[src/sv/grba_pkg.sv]
// Shared types and constants of the gyro rate block averager.
package grba_pkg;

	// Defaults for the top-level parameters
	localparam int ADC_BITS_DEF   = 16;
	localparam int MAX_WINDOW_DEF = 64;

	// Fixed field widths
	localparam int SAMPLE_W  = 16;
	localparam int LEN_REG_W = 7;
	localparam int OFFSET_W  = 16;
	localparam int SCALE_W   = 20;
	localparam int RATE_W    = 28;

	// Configuration port
	localparam int REG_IDX_W = 3;
	localparam int CFG_DATA_W = 20;

	localparam logic [REG_IDX_W-1:0] REG_AVG_EN   = 3'd0;
	localparam logic [REG_IDX_W-1:0] REG_WIN_LEN  = 3'd1;
	localparam logic [REG_IDX_W-1:0] REG_X_OFFSET = 3'd2;
	localparam logic [REG_IDX_W-1:0] REG_Y_OFFSET = 3'd3;
	localparam logic [REG_IDX_W-1:0] REG_X_SCALE  = 3'd4;
	localparam logic [REG_IDX_W-1:0] REG_Y_SCALE  = 3'd5;

	// Final divide: micro to milli
	localparam int DIVISOR_K = 1000;
	localparam int K_W       = $clog2(DIVISOR_K);

	typedef struct packed {
		logic [SAMPLE_W-1:0] x_sample;
		logic                x_valid;
		logic [SAMPLE_W-1:0] y_sample;
		logic                y_valid;
	} in_item_t;

	typedef struct packed {
		logic signed [RATE_W-1:0] x_rate;
		logic                     x_present;
		logic signed [RATE_W-1:0] y_rate;
		logic                     y_present;
	} out_item_t;

	typedef struct packed {
		logic [REG_IDX_W-1:0]  reg_index;
		logic [CFG_DATA_W-1:0] wdata;
	} cfg_item_t;

	// Command from the top level to an axis lane
	typedef struct packed {
		logic start;   // take value and begin
		logic divide;  // divide value by the window length first
		logic ack;     // result taken, lane may return to idle
	} lane_cmd_t;

endpackage

[src/sv/grba_axis.sv]
// One axis lane: bit-serial length divide, offset subtract, serial multiply, divide by 1000.
module grba_axis #(
	parameter int VAL_W = 22,
	parameter int LEN_W = 7
) (
	input  logic                              clk,
	input  logic                              arst_n,
	input  grba_pkg::lane_cmd_t               cmd,
	input  logic [VAL_W-1:0]                  value,
	input  logic [LEN_W-1:0]                  len,
	input  logic [grba_pkg::OFFSET_W-1:0]     offset,
	input  logic [grba_pkg::SCALE_W-1:0]      scale,
	output logic                              done,
	output logic signed [grba_pkg::RATE_W-1:0] rate
);
	import grba_pkg::*;

	localparam int DW    = (VAL_W > OFFSET_W) ? VAL_W : OFFSET_W;
	localparam int PW    = DW + SCALE_W;
	localparam int CNT_W = $clog2(PW + 1);
	localparam logic [K_W:0] K_EXT = (K_W + 1)'(DIVISOR_K);

	localparam logic [2:0] PH_IDLE = 3'd0;
	localparam logic [2:0] PH_DIVL = 3'd1;
	localparam logic [2:0] PH_SUB  = 3'd2;
	localparam logic [2:0] PH_MUL  = 3'd3;
	localparam logic [2:0] PH_DIVK = 3'd4;
	localparam logic [2:0] PH_DONE = 3'd5;

	logic [2:0]         phase_q;
	logic [CNT_W-1:0]   cnt_q;
	logic [VAL_W-1:0]   q_q;
	logic [LEN_W-1:0]   rem_q;
	logic [DW-1:0]      mag_q;
	logic               neg_q;
	logic [SCALE_W-1:0] sc_q;
	logic [PW-1:0]      prod_q;
	logic [K_W-1:0]     remk_q;

	logic [LEN_W:0]     dl_t, dl_sub;
	logic               dl_ge;
	logic [DW:0]        diff, diff_neg;
	logic [K_W:0]       dk_t, dk_sub;
	logic               dk_ge;
	logic [RATE_W-1:0]  rate_mag;

	always_comb begin
		dl_t     = {rem_q, q_q[VAL_W-1]};
		dl_sub   = dl_t - {1'b0, len};
		dl_ge    = dl_t >= {1'b0, len};
		diff     = {1'b0, DW'(q_q)} - {1'b0, DW'(offset)};
		diff_neg = -diff;
		dk_t     = {remk_q, prod_q[PW-1]};
		dk_sub   = dk_t - K_EXT;
		dk_ge    = dk_t >= K_EXT;
		rate_mag = prod_q[RATE_W-1:0];
	end

	assign done = (phase_q == PH_DONE);
	assign rate = neg_q ? -rate_mag : rate_mag;

	always_ff @(posedge clk or negedge arst_n) begin
		if (!arst_n) begin
			phase_q <= PH_IDLE;
			cnt_q   <= '0;
		end else begin
			case (phase_q)
				PH_IDLE: begin
					if (cmd.start) begin
						cnt_q   <= '0;
						phase_q <= cmd.divide ? PH_DIVL : PH_SUB;
					end
				end
				PH_DIVL: begin
					if (cnt_q == CNT_W'(VAL_W - 1)) begin
						cnt_q   <= '0;
						phase_q <= PH_SUB;
					end else begin
						cnt_q <= cnt_q + 1'b1;
					end
				end
				PH_SUB: begin
					phase_q <= PH_MUL;
				end
				PH_MUL: begin
					if (cnt_q == CNT_W'(SCALE_W - 1)) begin
						cnt_q   <= '0;
						phase_q <= PH_DIVK;
					end else begin
						cnt_q <= cnt_q + 1'b1;
					end
				end
				PH_DIVK: begin
					if (cnt_q == CNT_W'(PW - 1)) begin
						cnt_q   <= '0;
						phase_q <= PH_DONE;
					end else begin
						cnt_q <= cnt_q + 1'b1;
					end
				end
				PH_DONE: begin
					if (cmd.ack) begin
						phase_q <= PH_IDLE;
					end
				end
				default: begin
					phase_q <= PH_IDLE;
				end
			endcase
		end
	end

	// Datapath
	always_ff @(posedge clk) begin
		case (phase_q)
			PH_IDLE: begin
				q_q   <= value;
				rem_q <= '0;
			end
			PH_DIVL: begin
				// restoring divide, one quotient bit a cycle
				rem_q <= dl_ge ? dl_sub[LEN_W-1:0] : dl_t[LEN_W-1:0];
				q_q   <= {q_q[VAL_W-2:0], dl_ge};
			end
			PH_SUB: begin
				neg_q  <= diff[DW];
				mag_q  <= diff[DW] ? diff_neg[DW-1:0] : diff[DW-1:0];
				sc_q   <= scale;
				prod_q <= '0;
				remk_q <= '0;
			end
			PH_MUL: begin
				// MSB-first shift and add
				prod_q <= {prod_q[PW-2:0], 1'b0} + (sc_q[SCALE_W-1] ? PW'(mag_q) : '0);
				sc_q   <= {sc_q[SCALE_W-2:0], 1'b0};
			end
			PH_DIVK: begin
				remk_q <= dk_ge ? dk_sub[K_W-1:0] : dk_t[K_W-1:0];
				prod_q <= {prod_q[PW-2:0], dk_ge};
			end
			default: begin
			end
		endcase
	end

endmodule

[config.mk]
export PLATFORM = sky130hd
export DESIGN_NAME = grba_axis
export DESIGN_NICKNAME = d
export VERILOG_FILES = /design/src/sv/grba_pkg.sv /design/src/sv/grba_axis.sv
export SDC_FILE = /design/constraint.sdc
export NUM_CORES = 1
export LEC_CHECK = 0
export BUFFER_PORTS_ARGS = -buffer_cell sky130_fd_sc_hd__buf_2
export CORE_MARGIN = 2
export CORE_UTILIZATION = 60
export DETAILED_ROUTE_END_ITERATION = 8
export GPL_TIMING_DRIVEN = 0
export PLACE_DENSITY = 0.9
export SLEW_MARGIN = 20
export SYNTH_ARGS = -nofsm -noshare
export SYNTH_HDL_FRONTEND = slang
export SYNTH_SLANG_ARGS = --single-unit
[constraint.sdc]
create_clock -name clk -period 8.8 [get_ports clk]
set_clock_uncertainty 0.1 [all_clocks]
set_input_delay 1.76 -clock clk [delete_from_list [all_inputs] [get_ports clk]]
set_output_delay 1.76 -clock clk [all_outputs]
set_load 0.005 [all_outputs]
Word-level counts from Yosys, hierarchy flattened --
Cells that the tools add are included.
Operators by class: add/sub/neg operators 7, $lt $le $gt $ge 2, equal/unequal tests 13, muxes and demuxes 22, reduce and logical (&&, ||, !) cells 8
Operator list (number):
- $pmux 42 s3 | 1
- $mux 22 | 2
- $pmux 22 s2 | 1
- $add 42x22->42 | 1
- $pmux 20 s2 | 1
- $mux 28 | 1
- $neg 28->28 | 1
- $mux 6 | 4
- $pmux 6 s4 | 1
- $sub 22x16->23 | 1
- $neg 22->22 | 1
- $pmux 10 s2 | 1
- $pmux 3 s6 | 1
- $mux 3 | 5
- $pmux 7 s2 | 1
- $eq 6x5->1 const B | 2
- $ge 11x10->1 const B | 1
- $mux 10 | 1
- $ne 2x2->1 const B | 5
- $sub 10x10->10 const B | 1
- $ge 8x7->1 | 1
- $mux 7 | 1
- $sub 7x7->7 | 1
- $add 6x1->6 const B | 1
- 11 further kinds | 15
Storage, ports and cells: register bits after elaboration 133, input port bits 70, output and inout port bits 29, logic and storage cells 61

Longest topological paths before layout --
depth after elaboration 3, mapped depth 13, depth with buffers taken out 12

Worst setup path after synthesis --
Ideal clock, no wire load.
path type input port to flip-flop, start input offset[0] (netlist bit), end register mag_q[13] (data pin), setup time 0.269 ns, arrival time 4.107 ns, required time 8.431 ns, slack 4.325 ns, cell stages on the path 11, buffers on the path 0, cells stage by stage ha_1 -> inv_1 -> fa_1 -> a21o_1 -> and3_1 -> or3_1 -> a22oi_1 -> nand4_1 -> nor4_1 -> a21oi_1 -> xor2_1
On the way: word-level cells in the longest chain between the ends 3
Ends and longest elaborated chain:
- from (decl) | RTL line grba_axis.sv:11 | input logic [grba_pkg::OFFSET_W-1:0] offset,
- $sub 22x16->23 (*) | RTL line grba_axis.sv:51 | diff = {1'b0, DW'(q_q)} - {1'b0, DW'(offset)};
- $neg 22->22 | RTL line grba_axis.sv:52 | diff_neg = -diff;
- $mux 22 (*) | RTL line grba_axis.sv:127 | mag_q <= diff[DW] ? diff_neg[DW-1:0] : diff[DW-1:0];
- to (signal assigned) | RTL line grba_axis.sv:127
- to (decl) | RTL line grba_axis.sv:34 | logic [DW-1:0] mag_q;
Mark *: on every way between the ends. The rest lies on a longest branch, timed or not. A chain may end at the register's enable or synchronous reset.

Worst setup path after layout --
start register prod_q[1], end output rate[26] (netlist bit)
On the way: word-level cells in the longest chain between the ends 2
Ends and longest elaborated chain:
- from (decl) | RTL line grba_axis.sv:37 | logic [PW-1:0] prod_q;
- from (signal assigned) | RTL line grba_axis.sv:134 | prod_q <= {prod_q[PW-2:0], 1'b0} + (sc_q[SCALE_W-1] ? PW'(mag_q) : '0);
- from (signal assigned) | RTL line grba_axis.sv:139 | prod_q <= {prod_q[PW-2:0], dk_ge};
- $neg 28->28 | RTL line grba_axis.sv:60 | assign rate = neg_q ? -rate_mag : rate_mag;
- $mux 28 | RTL line grba_axis.sv:60
- to (decl) | RTL line grba_axis.sv:14 | output logic signed [grba_pkg::RATE_W-1:0] rate
No other way between the ends.

==> run summary <==
The internal portion of the total power is 2.374 mW. The critical path is of the flip-flop to output pin type. First-pass detailed-route iteration total: 6. Commonest non-fill, non-tap cell in the layout: nand2_1. Met2 demand-to-capacity share in global routing: 0.4684.

The number of different library cells used by synthesis comes to 77. The met1 track utilization from global routing was 0.3605. TritonCTS built the clock tree.

The flow ran to the end, and the final reports show no timing, DRC or antenna violations. In this run the standard cell core region covers 0.01571 mm2. After layout, the design draws a total of 4.170 mW. 0 antenna diodes ended up in the layout. For this run, the leading register cell type out of synthesis is edfxtp_1. The power share of the sequential group was 0.326.

After routing, the total negative slack on setup checks comes to 0 ns. The tools report the netlist area before placement as 0.009569 mm2. In this run the horizontal extent of the chip is 130.3 um. The top-level I/O count came out at 99.

For the worst setup path, the data arrival time is 3.46 ns. Relative to the synthesized area, the layout overhead comes to 14.46%. Counting flops with a built-in enable in the synthesized netlist gives 124.

The number of hold buffers added after CTS was 0. The starting density of the core is 0.6090. Traced cell by cell, the critical path runs through inv_1, ha_1, nand2_1, o41ai_1, nand2_1, a21oi_1, o21ai_0, o31ai_1, xnor2_1, buf_2. The run gives 0 as the global-route congestion overflow total. The proportion of register bits with asynchronous set or reset after synthesis works out to 0.06767. Final hold analysis gives a worst-case slack of 0.4072 ns.

The top cell types in the final layout, fill and taps aside, are nand2_1, edfxtp_1, buf_2, o21ai_0, inv_1. Setup repair after global routing left no endpoint under its margin. Summing over every cut layer, the via total after detailed routing is 8464.

The power density over the cells is 380.7 mW/mm2, and the number of design-rule violations left by the first detailed-router iteration is 952. The type of the worst min-delay path is flip-flop to flip-flop. Global-route usage over all layers: 0.2792. Dividing the synthesized area by the synthesized cell count gives 9.299 um2. On the critical path the largest part of the delay comes from compound AO/OA/AOI/OAI gates. At the end of routability-driven placement, the weighted congestion stood at 0.8942. The final HPWL from detailed placement came out at 16680 um. In this run the remaining antenna-violating nets after routing total 0. The final instance area was 0.01095 mm2; the transition at the pin with the smallest max-transition slack was 0.8955 ns. The maximum clock insertion buffer count was 2. When the netlist entered floorplanning its net count stood at 1151. The share of layout cells above drive strength 1 was 0.1515. CTS built an H-tree with a depth of 4.

For this run, design rule violations remaining after detail routing come to 0. After the last flow step, the layout net total stands at 1271. The floorplan step set the die height to 130.3 um. The number of buffers added for setup after CTS was 0. Share of the cycle needed by the critical path after routing: 0.6042.

The tools report the number of antenna violations at the first check in global routing as 1. In this run the power spent charging and discharging nets is 1.796 mW. Entering global routing, the biggest net connects 33 pins. The reported leakage power is 4.436 nW.

The final-report hold violation count was 0; the largest stage delay on the critical path was 0.74 ns. The final-report max-slew violation count came out at 0. For this design, the sink count on the clock tree is 133. The cell chosen for the clock root is clkbuf_16.

Cell row count: 46. STA classifies the critical path endpoint as an output pin. Derived from the worst setup path, the maximum achievable clock frequency is 188.1 MHz. Along the worst path, the maximum fanout reaches 4. The first global-routing pass estimated 37560 um of wire. The routing usage on met3 is 0.06027. The placed cell area came out at 0.01040 mm2.

The number of buffers and inverters on the critical path is 2. The routed wire length is 23180 um. The number of gates resized after CTS was 0.

Counting stages on the worst path, the most repeated cell is nand2_1. For this design, the slowest cell found on the critical path is o41ai_1. The shortest period the worst path allows works out to 5.317 ns. Number of global-route vias before repair: 7910. The later pin in the worst-skew pair is clocked with a latency of 0.42 ns. In this run, synthesis produced a sequential element count of 133. For the post-synthesis instance total, the log shows 1029. The Yosys step of the flow raised 0 warnings. STA classifies the critical path startpoint as a flip-flop. Max-cap violations in this run came to 0. Setup violations remaining at the end of the flow were counted as 0. In this run the tool buffered the top-level ports with 98 buffer cells. For the part of the power in combinational logic, the log shows 0.512. Busiest layer in global routing: met2. The wire length per cell after detailed routing came out at 16.82 um. TritonCTS created 17 clock buffers. For the clock power share, the log shows 0.162.

For the share of the yosys chip area belonging to registers, the log shows 0.4127. Fill cells in the final layout number 1143. The switching fraction of total power works out to 0.4307.

Worst IR drop on VDD: 251.8 uV. Clock-pin slew was measured on the worst setup and hold paths at 0.06 ns. Headroom to the max-slew limit: 0.3990. For the worst setup path, the data required time is 6.94 ns. In the routed layout, each cell is associated on average with a via count of 6.142. The die covers 0.01697 mm2.
## registers in the layout (all words and copies together) (netlist names)
signal   count
prod_q      42
mag_q       22
q_q         22
sc_q        20
remk_q      10
rem_q        7
cnt_q        6
phase_q      3
neg_q        1
## cell families after synthesis
logic type,Yosys count,synth area share
DFF,133,0.4127
adders and majority gates,52,0.07035
muxes,26,0.03007
AOI/OAI and AO/OA,258,0.1810
and+or+nand+nor,378,0.1942
xor gates and xnor gates,75,0.06865
buffers and inverters,107,0.04315
## worst register-to-register path: stages (launching register included)
cell      delay, ns
edfxtp_1       0.48
clkbuf_1       0.24
and2_1         0.19
ha_1           0.27
clkbuf_1       0.27
nand3_1        0.21
nor3_1         0.40
inv_1          0.09
o311ai_1       0.59
a31oi_1        0.23
clkbuf_1       0.29
or4_1          0.56
nand3_1        0.09
## Yosys cell counts (all sizes together) (5+ instances only)
| master | instances | area share |
|---|---|---|
| nor2b | 10 | 0.0065 |
| nand2b | 8 | 0.0052 |
| xnor2 | 47 | 0.043 |
| and3 | 10 | 0.0065 |
| nand3 | 35 | 0.018 |
| buf | 11 | 0.0055 |
| nor4 | 7 | 0.0046 |
| nor3 | 22 | 0.012 |
| o21bai | 7 | 0.0055 |
| o21ai | 66 | 0.035 |
| or3 | 14 | 0.0097 |
| mux2 | 22 | 0.026 |
| o31ai | 14 | 0.014 |
| ha | 49 | 0.064 |
| dfrtp | 9 | 0.024 |
| nand4 | 10 | 0.0065 |
| a31oi | 19 | 0.012 |
| clkbuf | 36 | 0.014 |
| and2 | 30 | 0.020 |
| o211ai | 13 | 0.010 |
| a21o | 21 | 0.016 |
| o41ai | 5 | 0.0046 |
| xor2 | 28 | 0.026 |
| inv | 60 | 0.024 |
| nor2 | 59 | 0.023 |
| a211oi | 6 | 0.0047 |
| edfxtp | 124 | 0.39 |
| a21oi | 53 | 0.028 |
| nand2 | 142 | 0.056 |
| or2 | 6 | 0.0042 |
| o311ai | 10 | 0.011 |
| or4 | 13 | 0.011 |
## worst paths after layout
check | startpoint | end | slack [ns] | cells after the start
min in group asynchronous | arst_n | phase_q[0] | 1.09 | 1
setup / recovery | prod_q[1] | rate[26] | 3.48 | 10
hold / removal | sc_q[5] | sc_q[6] | 0.41 | 2
setup reg to reg | sc_q[19] | prod_q[24] | 4.66 | 12
hold reg to reg | sc_q[5] | sc_q[6] | 0.41 | 2
max in group asynchronous | arst_n | phase_q[1] | 7.32 | 1
## per-layer routing
layer  part of all wire  wire length (um)
met5            0.00052                12
met4              0.020               465
met3              0.086              1987
met2               0.48             11160
met1               0.41              9557
## through the flow
| step | worst slack [ns] | util | cells |
|---|---|---|---|
| after floorplan | 4.325 | - | 1029 |
| after global placement | 3.904 | 0.6574 | 1343 |
| after detailed placement | 3.746 | 0.6620 | 1346 |
| after CTS | 3.499 | 0.6971 | 1378 |
| after global routing | 3.185 | 0.6971 | 1378 |
| final | 3.483 | 0.6971 | 1378 |
## power groups by stage
stage / clock [mW] / sequential, mW / combinational, mW
final: 0.674 / 1.36 / 2.13
after global routing: 0.698 / 1.39 / 2.37
after CTS: 0.675 / 1.35 / 2.10
after detailed placement: 0 / 1.36 / 2.07
after global placement: 0 / 1.35 / 1.94
after floorplan: 0 / 1.28 / 1.55
## area by class of cell
cell class	instances	area, um2	share of cell area
plain buffers	47	187.7	0.01714
clock buffers	22	444.2	0.04055
clock inverters	10	107.6	0.009824
inverters	60	225.2	0.02056
multi-input cells	789	5220	0.4766
flip-flops and latches	133	3949	0.3605
well taps	216	270.3	0.02467
repair buffers	101	549.3	0.05015
No activity file was read; power rests on OpenSTA's default activity.
